<file path="config.mk">
export PLATFORM = sky130hd
export DESIGN_NAME = row_bounded_run_length_encoder_unit_flat
export DESIGN_NICKNAME = d
export VERILOG_FILES = /design/src/design/rbrle_pkg.sv /design/src/design/rbrle_channels.sv /design/src/design/rbrle_front.sv /design/src/design/rbrle_job_queue.sv /design/src/design/rbrle_back.sv /design/src/design/row_bounded_run_length_encoder_unit.sv /design/src/flat_wrapper.sv
export SDC_FILE = /design/constraint.sdc
export NUM_CORES = 1
export LEC_CHECK = 0
export CAP_MARGIN = 20
export CORE_MARGIN = 2
export CORE_UTILIZATION = 35
export DETAILED_ROUTE_END_ITERATION = 12
export DONT_BUFFER_PORTS = 1
export SLEW_MARGIN = 10
export SYNTH_ARGS = -nofsm -noshare
export SYNTH_HDL_FRONTEND = slang
export SYNTH_SLANG_ARGS = --single-unit
</file>
<file path="constraint.sdc">
create_clock -name clk -period 4.5 [get_ports clk]
set_clock_uncertainty 0.05 [all_clocks]
set_input_delay 0.225 -clock clk [delete_from_list [all_inputs] [get_ports clk]]
set_output_delay 0.225 -clock clk [all_outputs]
set_load 0.01 [all_outputs]
</file>
<file path="src/design/rbrle_pkg.sv">
// ----------------------------------------------------------------------------
// rbrle_pkg
// Shared types, constants and helpers of the row-bounded run-length encoder.
// ----------------------------------------------------------------------------
package rbrle_pkg;

	// Fixed field widths.
	localparam int unsigned TILE_W   = 8;
	localparam int unsigned LEN_W    = 8;
	localparam int unsigned OFFSET_W = 16;
	localparam int unsigned RWIDTH_W = 11;

	// Defaults of the top-level parameters.
	localparam int unsigned MAX_ROW_WIDTH_DEF = 1024;
	localparam int unsigned JOB_DEPTH_DEF     = 4;

	// Longest run that one pair may carry.
	localparam logic [LEN_W-1:0] MAX_RUN = LEN_W'(255);

	// Row offset arithmetic.
	localparam logic [OFFSET_W-1:0] OFFSET_MAX = OFFSET_W'(65535);
	localparam logic [OFFSET_W-1:0] PAIR_BYTES = OFFSET_W'(2);

	// Row width after reset.
	localparam logic [RWIDTH_W-1:0] ROW_WIDTH_RST = RWIDTH_W'(20);

	// Result kinds.
	localparam logic KIND_PAIR = 1'b0;
	localparam logic KIND_ROW  = 1'b1;

	typedef struct packed {
		logic                kind;
		logic [TILE_W-1:0]   run_value;
		logic [LEN_W-1:0]    run_length;
		logic [OFFSET_W-1:0] row_offset;
		logic                item_done;
		logic                stream_done;
	} result_t;

	// All results caused by one item: an optional leading result (row entry
	// or a run closed by a change of tile or at the run cap) and an optional closing pair.
	typedef struct packed {
		logic    a_valid;
		result_t a;
		logic    b_valid;
		result_t b;
	} job_t;

	// Front-to-queue push request.
	typedef struct packed {
		logic push;
		job_t job;
	} push_t;

	function automatic result_t make_pair(input logic [TILE_W-1:0] value,
		input logic [LEN_W-1:0] length, input logic last, input logic done);
		result_t r;
		r.kind        = KIND_PAIR;
		r.run_value   = value;
		r.run_length  = length;
		r.row_offset  = '0;
		r.item_done   = done;
		r.stream_done = last;
		return r;
	endfunction

	function automatic result_t make_row(input logic [OFFSET_W-1:0] offset,
		input logic done);
		result_t r;
		r.kind        = KIND_ROW;
		r.run_value   = '0;
		r.run_length  = '0;
		r.row_offset  = offset;
		r.item_done   = done;
		r.stream_done = 1'b0;
		return r;
	endfunction

	function automatic logic [OFFSET_W-1:0] add_pair(input logic [OFFSET_W-1:0] b);
		logic [OFFSET_W-1:0] r;
		if (b > OFFSET_MAX - PAIR_BYTES) begin
			r = OFFSET_MAX;
		end else begin
			r = b + PAIR_BYTES;
		end
		return r;
	endfunction

endpackage

</file>
<file path="src/design/rbrle_channels.sv">
// ----------------------------------------------------------------------------
// rbrle channels
// Valid/ready channel interfaces for tiles, results and the row width write.
// ----------------------------------------------------------------------------
interface rbrle_tile_if;
	logic                        valid;
	logic                        ready;
	logic [rbrle_pkg::TILE_W-1:0] tile;
	logic                        map_end;

	modport source (output valid, output tile, output map_end, input ready);
	modport sink   (input valid, input tile, input map_end, output ready);
endinterface

interface rbrle_result_if;
	logic                            valid;
	logic                            ready;
	logic                            kind;
	logic [rbrle_pkg::TILE_W-1:0]    run_value;
	logic [rbrle_pkg::LEN_W-1:0]     run_length;
	logic [rbrle_pkg::OFFSET_W-1:0]  row_offset;
	logic                            item_done;
	logic                            stream_done;

	modport source (output valid, output kind, output run_value, output run_length,
		output row_offset, output item_done, output stream_done, input ready);
	modport sink   (input valid, input kind, input run_value, input run_length,
		input row_offset, input item_done, input stream_done, output ready);
endinterface

interface rbrle_cfg_if;
	logic                           valid;
	logic                           ready;
	logic [rbrle_pkg::RWIDTH_W-1:0] row_width;

	modport source (output valid, output row_width, input ready);
	modport sink   (input valid, input row_width, output ready);
endinterface

</file>
<file path="src/design/rbrle_front.sv">
// ----------------------------------------------------------------------------
// rbrle_front
// Accepts tiles, tracks the open run, column and offset, and forms the job.
// ----------------------------------------------------------------------------
module rbrle_front #(
	parameter int unsigned MAX_ROW_WIDTH = rbrle_pkg::MAX_ROW_WIDTH_DEF
) (
	input  logic                             clk,
	input  logic                             arst_n,
	input  logic                             in_valid,
	output logic                             in_ready,
	input  logic [rbrle_pkg::TILE_W-1:0]     tile,
	input  logic                             map_end,
	input  logic [rbrle_pkg::RWIDTH_W-1:0]   row_width,
	input  logic                             queue_full,
	output rbrle_pkg::push_t                 push_o
);

	localparam int unsigned CW = $clog2(MAX_ROW_WIDTH + 1);
	localparam int unsigned WW = (CW > rbrle_pkg::RWIDTH_W) ? CW : rbrle_pkg::RWIDTH_W;

	logic [rbrle_pkg::TILE_W-1:0]   value_q;
	logic [rbrle_pkg::LEN_W-1:0]    length_q;
	logic [CW-1:0]                  column_q;
	logic [rbrle_pkg::OFFSET_W-1:0] bytes_q;

	logic [WW-1:0]                  rw_x;
	logic [WW-1:0]                  max_x;
	logic [WW-1:0]                  w_eff;
	logic [CW:0]                    col_inc;
	logic                           col_end;
	logic                           mid_close;
	logic                           open_new;
	logic [rbrle_pkg::TILE_W-1:0]   nvalue;
	logic [rbrle_pkg::LEN_W-1:0]    nlength;
	logic [rbrle_pkg::OFFSET_W-1:0] bytes_a;
	logic                           row_start;
	logic                           accept;

	assign in_ready = !queue_full;
	assign accept   = in_valid && in_ready;

	always_comb begin
		rw_x  = WW'(row_width);
		max_x = WW'(MAX_ROW_WIDTH);
		if (rw_x == '0) begin
			w_eff = WW'(1);
		end else if (rw_x > max_x) begin
			w_eff = max_x;
		end else begin
			w_eff = rw_x;
		end
	end

	assign col_inc   = {1'b0, column_q} + (CW+1)'(1);
	assign col_end   = (WW+1)'(col_inc) >= {1'b0, w_eff};
	assign row_start = (column_q == '0);
	assign mid_close = (length_q != '0) &&
		((tile != value_q) || (length_q >= rbrle_pkg::MAX_RUN));
	assign open_new  = (length_q == '0) || mid_close;
	assign nvalue    = open_new ? tile : value_q;
	assign nlength   = open_new ? rbrle_pkg::LEN_W'(1) : length_q + rbrle_pkg::LEN_W'(1);
	assign bytes_a   = mid_close ? rbrle_pkg::add_pair(bytes_q) : bytes_q;

	always_comb begin
		push_o.job.a_valid = row_start || mid_close;
		push_o.job.b_valid = map_end || col_end;
		if (row_start) begin
			push_o.job.a = rbrle_pkg::make_row(bytes_q, !push_o.job.b_valid);
		end else begin
			push_o.job.a = rbrle_pkg::make_pair(value_q, length_q, 1'b0,
				!push_o.job.b_valid);
		end
		push_o.job.b = rbrle_pkg::make_pair(nvalue, nlength, map_end, 1'b1);
		push_o.push  = accept && (push_o.job.a_valid || push_o.job.b_valid);
	end

	always_ff @(posedge clk or negedge arst_n) begin
		if (!arst_n) begin
			value_q  <= '0;
			length_q <= '0;
			column_q <= '0;
			bytes_q  <= '0;
		end else if (accept) begin
			if (map_end) begin
				value_q  <= '0;
				length_q <= '0;
				column_q <= '0;
				bytes_q  <= '0;
			end else if (col_end) begin
				value_q  <= nvalue;
				length_q <= '0;
				column_q <= '0;
				bytes_q  <= rbrle_pkg::add_pair(bytes_a);
			end else begin
				value_q  <= nvalue;
				length_q <= nlength;
				column_q <= col_inc[CW-1:0];
				bytes_q  <= bytes_a;
			end
		end
	end

endmodule

</file>
<file path="src/design/rbrle_job_queue.sv">
// ----------------------------------------------------------------------------
// rbrle_job_queue
// Small first-in first-out store of jobs between the front and the back.
// ----------------------------------------------------------------------------
module rbrle_job_queue #(
	parameter int unsigned DEPTH = rbrle_pkg::JOB_DEPTH_DEF
) (
	input  logic              clk,
	input  logic              arst_n,
	input  rbrle_pkg::push_t  push_i,
	input  logic              pop,
	output logic              full,
	output logic              empty,
	output rbrle_pkg::job_t   head
);

	localparam int unsigned PW = (DEPTH > 1) ? $clog2(DEPTH) : 1;
	localparam int unsigned NW = $clog2(DEPTH + 1);

	rbrle_pkg::job_t jobs_q [DEPTH];
	logic [PW-1:0]   wr_ptr_q;
	logic [PW-1:0]   rd_ptr_q;
	logic [NW-1:0]   count_q;
	logic            do_push;
	logic            do_pop;

	assign full    = (count_q == NW'(DEPTH));
	assign empty   = (count_q == '0);
	assign head    = jobs_q[rd_ptr_q];
	assign do_push = push_i.push && !full;
	assign do_pop  = pop && !empty;

	always_ff @(posedge clk) begin
		if (do_push) begin
			jobs_q[wr_ptr_q] <= push_i.job;
		end
	end

	always_ff @(posedge clk or negedge arst_n) begin
		if (!arst_n) begin
			wr_ptr_q <= '0;
			rd_ptr_q <= '0;
			count_q  <= '0;
		end else begin
			if (do_push) begin
				wr_ptr_q <= (wr_ptr_q == PW'(DEPTH - 1)) ? '0 : wr_ptr_q + PW'(1);
			end
			if (do_pop) begin
				rd_ptr_q <= (rd_ptr_q == PW'(DEPTH - 1)) ? '0 : rd_ptr_q + PW'(1);
			end
			if (do_push && !do_pop) begin
				count_q <= count_q + NW'(1);
			end else if (do_pop && !do_push) begin
				count_q <= count_q - NW'(1);
			end
		end
	end

endmodule

</file>
<file path="src/design/rbrle_back.sv">
// ----------------------------------------------------------------------------
// rbrle_back
// Unpacks queued jobs into single results and holds them in an output register.
// ----------------------------------------------------------------------------
module rbrle_back (
	input  logic                  clk,
	input  logic                  arst_n,
	input  logic                  empty,
	input  rbrle_pkg::job_t       head,
	output logic                  pop,
	output logic                  out_valid,
	input  logic                  out_ready,
	output rbrle_pkg::result_t    out_res
);

	logic               phase_q;
	logic               valid_q;
	rbrle_pkg::result_t res_q;
	logic               load;
	logic               emit;
	logic               sel_b;

	assign load  = !valid_q || out_ready;
	assign emit  = load && !empty;
	// The second slot goes out once the first is done or when there is no first.
	assign sel_b = phase_q || !head.a_valid;
	assign pop   = emit && (sel_b || !head.b_valid);

	assign out_valid = valid_q;
	assign out_res   = res_q;

	always_ff @(posedge clk) begin
		if (emit) begin
			res_q <= sel_b ? head.b : head.a;
		end
	end

	always_ff @(posedge clk or negedge arst_n) begin
		if (!arst_n) begin
			valid_q <= 1'b0;
			phase_q <= 1'b0;
		end else begin
			if (emit) begin
				valid_q <= 1'b1;
				phase_q <= !pop;
			end else if (load) begin
				valid_q <= 1'b0;
			end
		end
	end

endmodule

</file>
<file path="src/design/row_bounded_run_length_encoder_unit.sv">
// ----------------------------------------------------------------------------
// row_bounded_run_length_encoder_unit
// Run-length encodes a tile map into (tile, count) pairs with row-start
// offset entries, closing every run at each row end and at the map end.
// ----------------------------------------------------------------------------
//
// Channel  Dir  Payload                                                          Item
// tiles    in   tile[7:0], map_end                                               one tile
// results  out  kind, run_value, run_length, row_offset, item_done, stream_done  one result
// cfg      in   row_width[10:0]                                                  one write
//
// Tiles are taken whenever the job queue has room, back to back if offered.
// A tile's first result passes through the queue, then the output register; the
// result port moves one result per cycle while the receiver is ready, and a tile
// that causes two results sends them out one after the other.
// Reset clears run, column, offset, queue and output valid and loads row width 20.
// A result-side stall fills the job queue and only then stops tiles.
//
module row_bounded_run_length_encoder_unit #(
	parameter int unsigned MAX_ROW_WIDTH = rbrle_pkg::MAX_ROW_WIDTH_DEF,
	parameter int unsigned JOB_DEPTH     = rbrle_pkg::JOB_DEPTH_DEF
) (
	input  logic                   clk,
	input  logic                   arst_n,
	rbrle_tile_if.sink             tiles,
	rbrle_result_if.source         results,
	rbrle_cfg_if.sink              cfg
);

	// The row width register. Writes are taken at any time; the user only
	// writes it while the block is idle.
	logic [rbrle_pkg::RWIDTH_W-1:0] row_width_q;

	rbrle_pkg::push_t   push;
	rbrle_pkg::job_t    head;
	rbrle_pkg::result_t res;
	logic               full;
	logic               empty;
	logic               pop;

	assign cfg.ready = 1'b1;

	always_ff @(posedge clk or negedge arst_n) begin
		if (!arst_n) begin
			row_width_q <= rbrle_pkg::ROW_WIDTH_RST;
		end else if (cfg.valid) begin
			row_width_q <= cfg.row_width;
		end
	end

	// The front owns the run state and turns each tile that causes a result into
	// one job that lists every result the tile causes.
	rbrle_front #(
		.MAX_ROW_WIDTH (MAX_ROW_WIDTH)
	) u_front (
		.clk        (clk),
		.arst_n     (arst_n),
		.in_valid   (tiles.valid),
		.in_ready   (tiles.ready),
		.tile       (tiles.tile),
		.map_end    (tiles.map_end),
		.row_width  (row_width_q),
		.queue_full (full),
		.push_o     (push)
	);

	// The queue decouples the front from output stalls.
	rbrle_job_queue #(
		.DEPTH (JOB_DEPTH)
	) u_queue (
		.clk    (clk),
		.arst_n (arst_n),
		.push_i (push),
		.pop    (pop),
		.full   (full),
		.empty  (empty),
		.head   (head)
	);

	// The back sends the job's results out one per cycle while results.ready is high.
	rbrle_back u_back (
		.clk       (clk),
		.arst_n    (arst_n),
		.empty     (empty),
		.head      (head),
		.pop       (pop),
		.out_valid (results.valid),
		.out_ready (results.ready),
		.out_res   (res)
	);

	assign results.kind        = res.kind;
	assign results.run_value   = res.run_value;
	assign results.run_length  = res.run_length;
	assign results.row_offset  = res.row_offset;
	assign results.item_done   = res.item_done;
	assign results.stream_done = res.stream_done;

	// A pair never carries an empty run.
	a_pair_nonzero: assert property (@(posedge clk) disable iff (!arst_n)
		(results.valid && results.kind == rbrle_pkg::KIND_PAIR) |->
			(results.run_length != '0))
		else $error("pair with zero run length");

	// A row-start entry carries no run and never ends the map.
	a_row_clean: assert property (@(posedge clk) disable iff (!arst_n)
		(results.valid && results.kind == rbrle_pkg::KIND_ROW) |->
			(results.run_length == '0 && results.stream_done == 1'b0))
		else $error("row-start entry carries run fields");

	// The final pair of a map is always the last result of its tile.
	a_end_last: assert property (@(posedge clk) disable iff (!arst_n)
		(results.valid && results.stream_done) |-> results.item_done)
		else $error("map end not on the last result of its tile");

	// Tiles are refused only while the queue is full.
	a_ready_full: assert property (@(posedge clk) disable iff (!arst_n)
		!tiles.ready |-> full)
		else $error("tiles refused with room in the queue");

endmodule

</file>
<file path="src/flat_wrapper.sv">
// flat-port wrapper written by rule: the top's interface ports become plain ports
module row_bounded_run_length_encoder_unit_flat 
#(
	parameter int unsigned MAX_ROW_WIDTH = rbrle_pkg::MAX_ROW_WIDTH_DEF,
	parameter int unsigned JOB_DEPTH     = rbrle_pkg::JOB_DEPTH_DEF
)
  (clk, arst_n, tiles_valid, tiles_tile, tiles_map_end, tiles_ready, results_valid, results_kind, results_run_value, results_run_length, results_row_offset, results_item_done, results_stream_done, results_ready, cfg_valid, cfg_row_width, cfg_ready);
  rbrle_tile_if tiles_i ();
  rbrle_result_if results_i ();
  rbrle_cfg_if cfg_i ();
  input  logic clk;
  input  logic arst_n;
  input wire logic [$bits(tiles_i.valid)-1:0] tiles_valid;
  input wire logic [$bits(tiles_i.tile)-1:0] tiles_tile;
  input wire logic [$bits(tiles_i.map_end)-1:0] tiles_map_end;
  output wire logic [$bits(tiles_i.ready)-1:0] tiles_ready;
  output wire logic [$bits(results_i.valid)-1:0] results_valid;
  output wire logic [$bits(results_i.kind)-1:0] results_kind;
  output wire logic [$bits(results_i.run_value)-1:0] results_run_value;
  output wire logic [$bits(results_i.run_length)-1:0] results_run_length;
  output wire logic [$bits(results_i.row_offset)-1:0] results_row_offset;
  output wire logic [$bits(results_i.item_done)-1:0] results_item_done;
  output wire logic [$bits(results_i.stream_done)-1:0] results_stream_done;
  input wire logic [$bits(results_i.ready)-1:0] results_ready;
  input wire logic [$bits(cfg_i.valid)-1:0] cfg_valid;
  input wire logic [$bits(cfg_i.row_width)-1:0] cfg_row_width;
  output wire logic [$bits(cfg_i.ready)-1:0] cfg_ready;
  assign tiles_i.valid = tiles_valid;
  assign tiles_i.tile = tiles_tile;
  assign tiles_i.map_end = tiles_map_end;
  assign tiles_ready = tiles_i.ready;
  assign results_valid = results_i.valid;
  assign results_kind = results_i.kind;
  assign results_run_value = results_i.run_value;
  assign results_run_length = results_i.run_length;
  assign results_row_offset = results_i.row_offset;
  assign results_item_done = results_i.item_done;
  assign results_stream_done = results_i.stream_done;
  assign results_i.ready = results_ready;
  assign cfg_i.valid = cfg_valid;
  assign cfg_i.row_width = cfg_row_width;
  assign cfg_ready = cfg_i.ready;
  row_bounded_run_length_encoder_unit #(.MAX_ROW_WIDTH(MAX_ROW_WIDTH), .JOB_DEPTH(JOB_DEPTH)) u_core (.clk(clk), .arst_n(arst_n), .tiles(tiles_i), .results(results_i), .cfg(cfg_i));
endmodule
</file>
==> impl_metrics.yaml <==
power:
  swShare_pct: 29.4
  p_switching_mw: 2.75
  intPower_mw: 6.62
  clkPwrFrac_pct: 29.3
  power_density_nw_per_um2: 594
  cellLeakagePower_nw: 5.48
  peakVddDrop_v: 0.000343
  total_power_mw: 9.37
  combinationalPowerShare_pct: 24.7
  p_seq_share_pct: 46.1
setup_path:
  crit_fanout: 7
  critPathCaptureType: "register"
  crit_path_start_kind: "register"
  critPathKind: "reg2reg"
  arrival_ns: 4.52
  cp.required_ns: 4.91
synthesis:
  synth.yosys.seq_area_share_pct: 65.3
  syn_avg_cell_area_um2: 15.9
  synthArstFlopShare_pct: 20.3
  netlist.area_leader.share_pct: 53.8
  synth.distinct_cells: 83
  synth_top_area_cell: "edfxtp_1"
  ys_ff_latch: 310
  yosys_warnings: 0
  synthFlopType: "edfxtp_1"
  synth_fp_nets: 918
  syn-cell-area_um2: 13800
  synthTopCellsByArea: "edfxtp_1 (54%), dfrtp_1 (11%), mux4_2 (8.7%), mux2_2 (2.5%), ha_1 (2.1%)"
  syn_inst: 869
  synth_edf_count: 247
global_routing:
  antenna_found_initial: 0
  grt_max_degree: 64
  grt_pass1_wl_um: 44700
  grt_pass1_vias: 7977
  overflow: 0
  grt_use_total_pct: 13.9
clocking:
  clock_latency_ns: 0.53
  cts_root_buf: "clkbuf_16"
  clock_sinks: 310
  cts_tree: "yes"
  ctsLongestPathBuffers: 3
  cts_setup_buffers: 0
  cts_inserted_buffers: 35
  clkTransAtPathRegs_ns: 0.06
  ctsHtreeMaxLevel: 2
floorplanning:
  initial_core_util_pct: 35.6
  die_h_um: 202
  die-area_um2: 41000
  ios: 63
  die_x_um: 202
  core_um2: 38700
  fp-row-count: 72
timing:
  min_period_over_period_pct: 91.4
  finalSetupTns_ns: 0
  fin_crit_ns: 4.11
  setup_viol: 0
  worstMarginPinSlew_ns: 0.842
  drv_slew: 0
  hold_viol: 0
  max-slew-margin-rel_pct: 43.8
  worst_hold_slack_ns: 0.0133
  max_freq_mhz: 243
  rsz0062_at_grt: "no"
place:
  dp_hpwl_um: 16500
  gp_congestion: 0.888
  io_buffers: 0
final_layout:
  diodes: 0
  post_route_cells_drive_above_1_share_pct: 21.5
  nets: 952
  final_core_util_pct: 40.8
  syn_to_final_growth_pct: 14.6
routing:
  drcViolationCount: 0
  ant_nets: 0
  dr.first_iter.drc_count: 462
  first_pass_iters: 7
  wl_um: 27800
  routed_via_density: 5.21
  vias: 7533
  post_drt_wl_per_cell_um: 19.2
hold_path:
  holdCritPathClass: "in2reg"
job:
  cap_violations: 0
outcome:
  status: "finished clean"
## critical path: stages (launching register included)
cell and delay [ns]:
dfrtp_1 0.43, ha_1 0.29, nand3_1 0.12, xnor2_1 0.17, ha_1 0.31, o211a_1 0.15, a211oi_1 0.04, o31ai_1 0.33
a41oi_1 0.18, buf_4 0.20, a311oi_4 0.32, nand4_4 0.24, or2_4 0.31, a21oi_1 0.19, a2bb2oi_1 0.16, dlygate4sd3_1 0.55
## path summary, 6_finish.rpt
kind | from | end | slack [ns] | depth (start not counted)
max | u_core.u_front.column_q[0] | u_core.u_front.bytes_q[0] | 0.39 | 15
min | tiles_valid | u_core.u_queue.wr_ptr_q[0] | 0.01 | 4
max reg2reg | u_core.u_front.column_q[0] | u_core.u_front.bytes_q[0] | 0.39 | 15
min reg2reg | u_core.u_back.phase_q | u_core.u_back.phase_q | 0.44 | 1
max in group asynchronous | arst_n | u_core.u_front.value_q[0] | 3.89 | 2
min in group asynchronous | arst_n | u_core.u_back.out_valid | 0.20 | 2
## Yosys cell counts (3+ instances only)
master	count
and2_2	4
a211oi_1	5
xnor2_1	12
a21o_1	4
nand2b_1	16
nor4b_1	4
buf_1	5
nand2_1	50
nor3_1	9
o21ai_0	23
mux2_2	30
nand4_1	8
and3_2	3
nor2b_1	20
a221o_1	6
mux2i_1	8
a31oi_1	8
and2_1	35
ha_1	23
clkbuf_8	5
clkbuf_1	33
edfxtp_1	247
dfrtp_1	61
mux4_2	53
a21oi_1	16
a311oi_1	3
inv_1	16
nor4_1	4
nor2_1	33
xor2_1	23
a22o_1	17
nand3_1	19
and3_1	3
## power groups by stage
| stage | Clock, mW | Combinational (mW) | Sequential (mW) |
|---|---|---|---|
| after floorplan | 0 | 1.76 | 4.25 |
| after global placement | 0 | 2.31 | 4.37 |
| after detailed placement | 0 | 2.34 | 4.39 |
| after CTS | 2.82 | 2.39 | 4.34 |
| after global routing | 2.92 | 2.57 | 4.40 |
| final | 2.74 | 2.31 | 4.32 |
## sequential cells by signal, indices dropped and copies added (netlist names)
name	flops
u_core.u_back.out_res	35
u_core.u_front.column_q	11
u_core.u_queue.wr_ptr_q	2
u_core.u_queue.rd_ptr_q	2
u_core.row_width_q	11
u_core.u_front.value_q	8
u_core.u_front.length_q	8
u_core.u_queue.count_q	3
u_core.u_queue.jobs_q	212
u_core.u_back.out_valid	1
u_core.u_front.bytes_q	16
u_core.u_back.phase_q	1
## metrics by stage
| stage | setup slack, ns | instances | instance area [µm²] |
|---|---|---|---|
| floorplan | 0.0982 | 869 | 13800 |
| global placement | 0.518 | 1359 | 14400 |
| detailed placement | 0.375 | 1359 | 14400 |
| CTS | 0.308 | 1447 | 15800 |
| global route | 0.106 | 1447 | 15800 |
| finish | 0.386 | 1447 | 15800 |
## cell type report
class	instances	area [µm²]
clock buffer	50	1010
clock inverter	13	106
fill	3505	22900
inverter	16	60.1
multi-input combinational	497	4510
sequential	310	9000
tap	518	648
timing repair buffer	43	453
## routing by layer
layer	vias up	routed length [µm]	global-route usage, %
met4	0	491	3.75
met2	194	13300	22.6
met1	3870	12500	19.2
met5	-	0	0
li1	3430	-	-
met3	39	1500	2.68
## logic make-up after synthesis
group	share of synthesized area, %
AO/OA/AOI/OAI	6.19
XOR/XNOR	2.23
adder cells (fa/ha/maj)	2.23
buffers and inverters	2.14
flip-flops	65.3
multiplexers	11.7
other	0.0272
AND/OR/NAND/NOR	10.2
## cells in the final DEF (no fill, tap or decap), drive strengths merged, types with 6 or more instances in the layout
cell type and n:
a21oi 17, a221o 6, a22o 18, a31oi 9, and2 39, and3 6, buf 19, clkbuf 50
clkinv 11, dfrtp 61, dlygate4sd3 24, edfxtp 247, ha 23, inv 17, mux2 30, mux2i 8
mux4 53, nand2 50, nand2b 16, nand3 20, nand4 10, nor2 37, nor2b 20, nor3 11
nor4 6, o21ai 24, xnor2 12, xor2 23
## timing repair
action	in CTS	in global routing
gates resized for setup	0	1
setup endpoints to repair	0	1
hold buffers	25	0
hold endpoints to repair	125	0
Note: power is estimated with default switching activity, not from simulation.
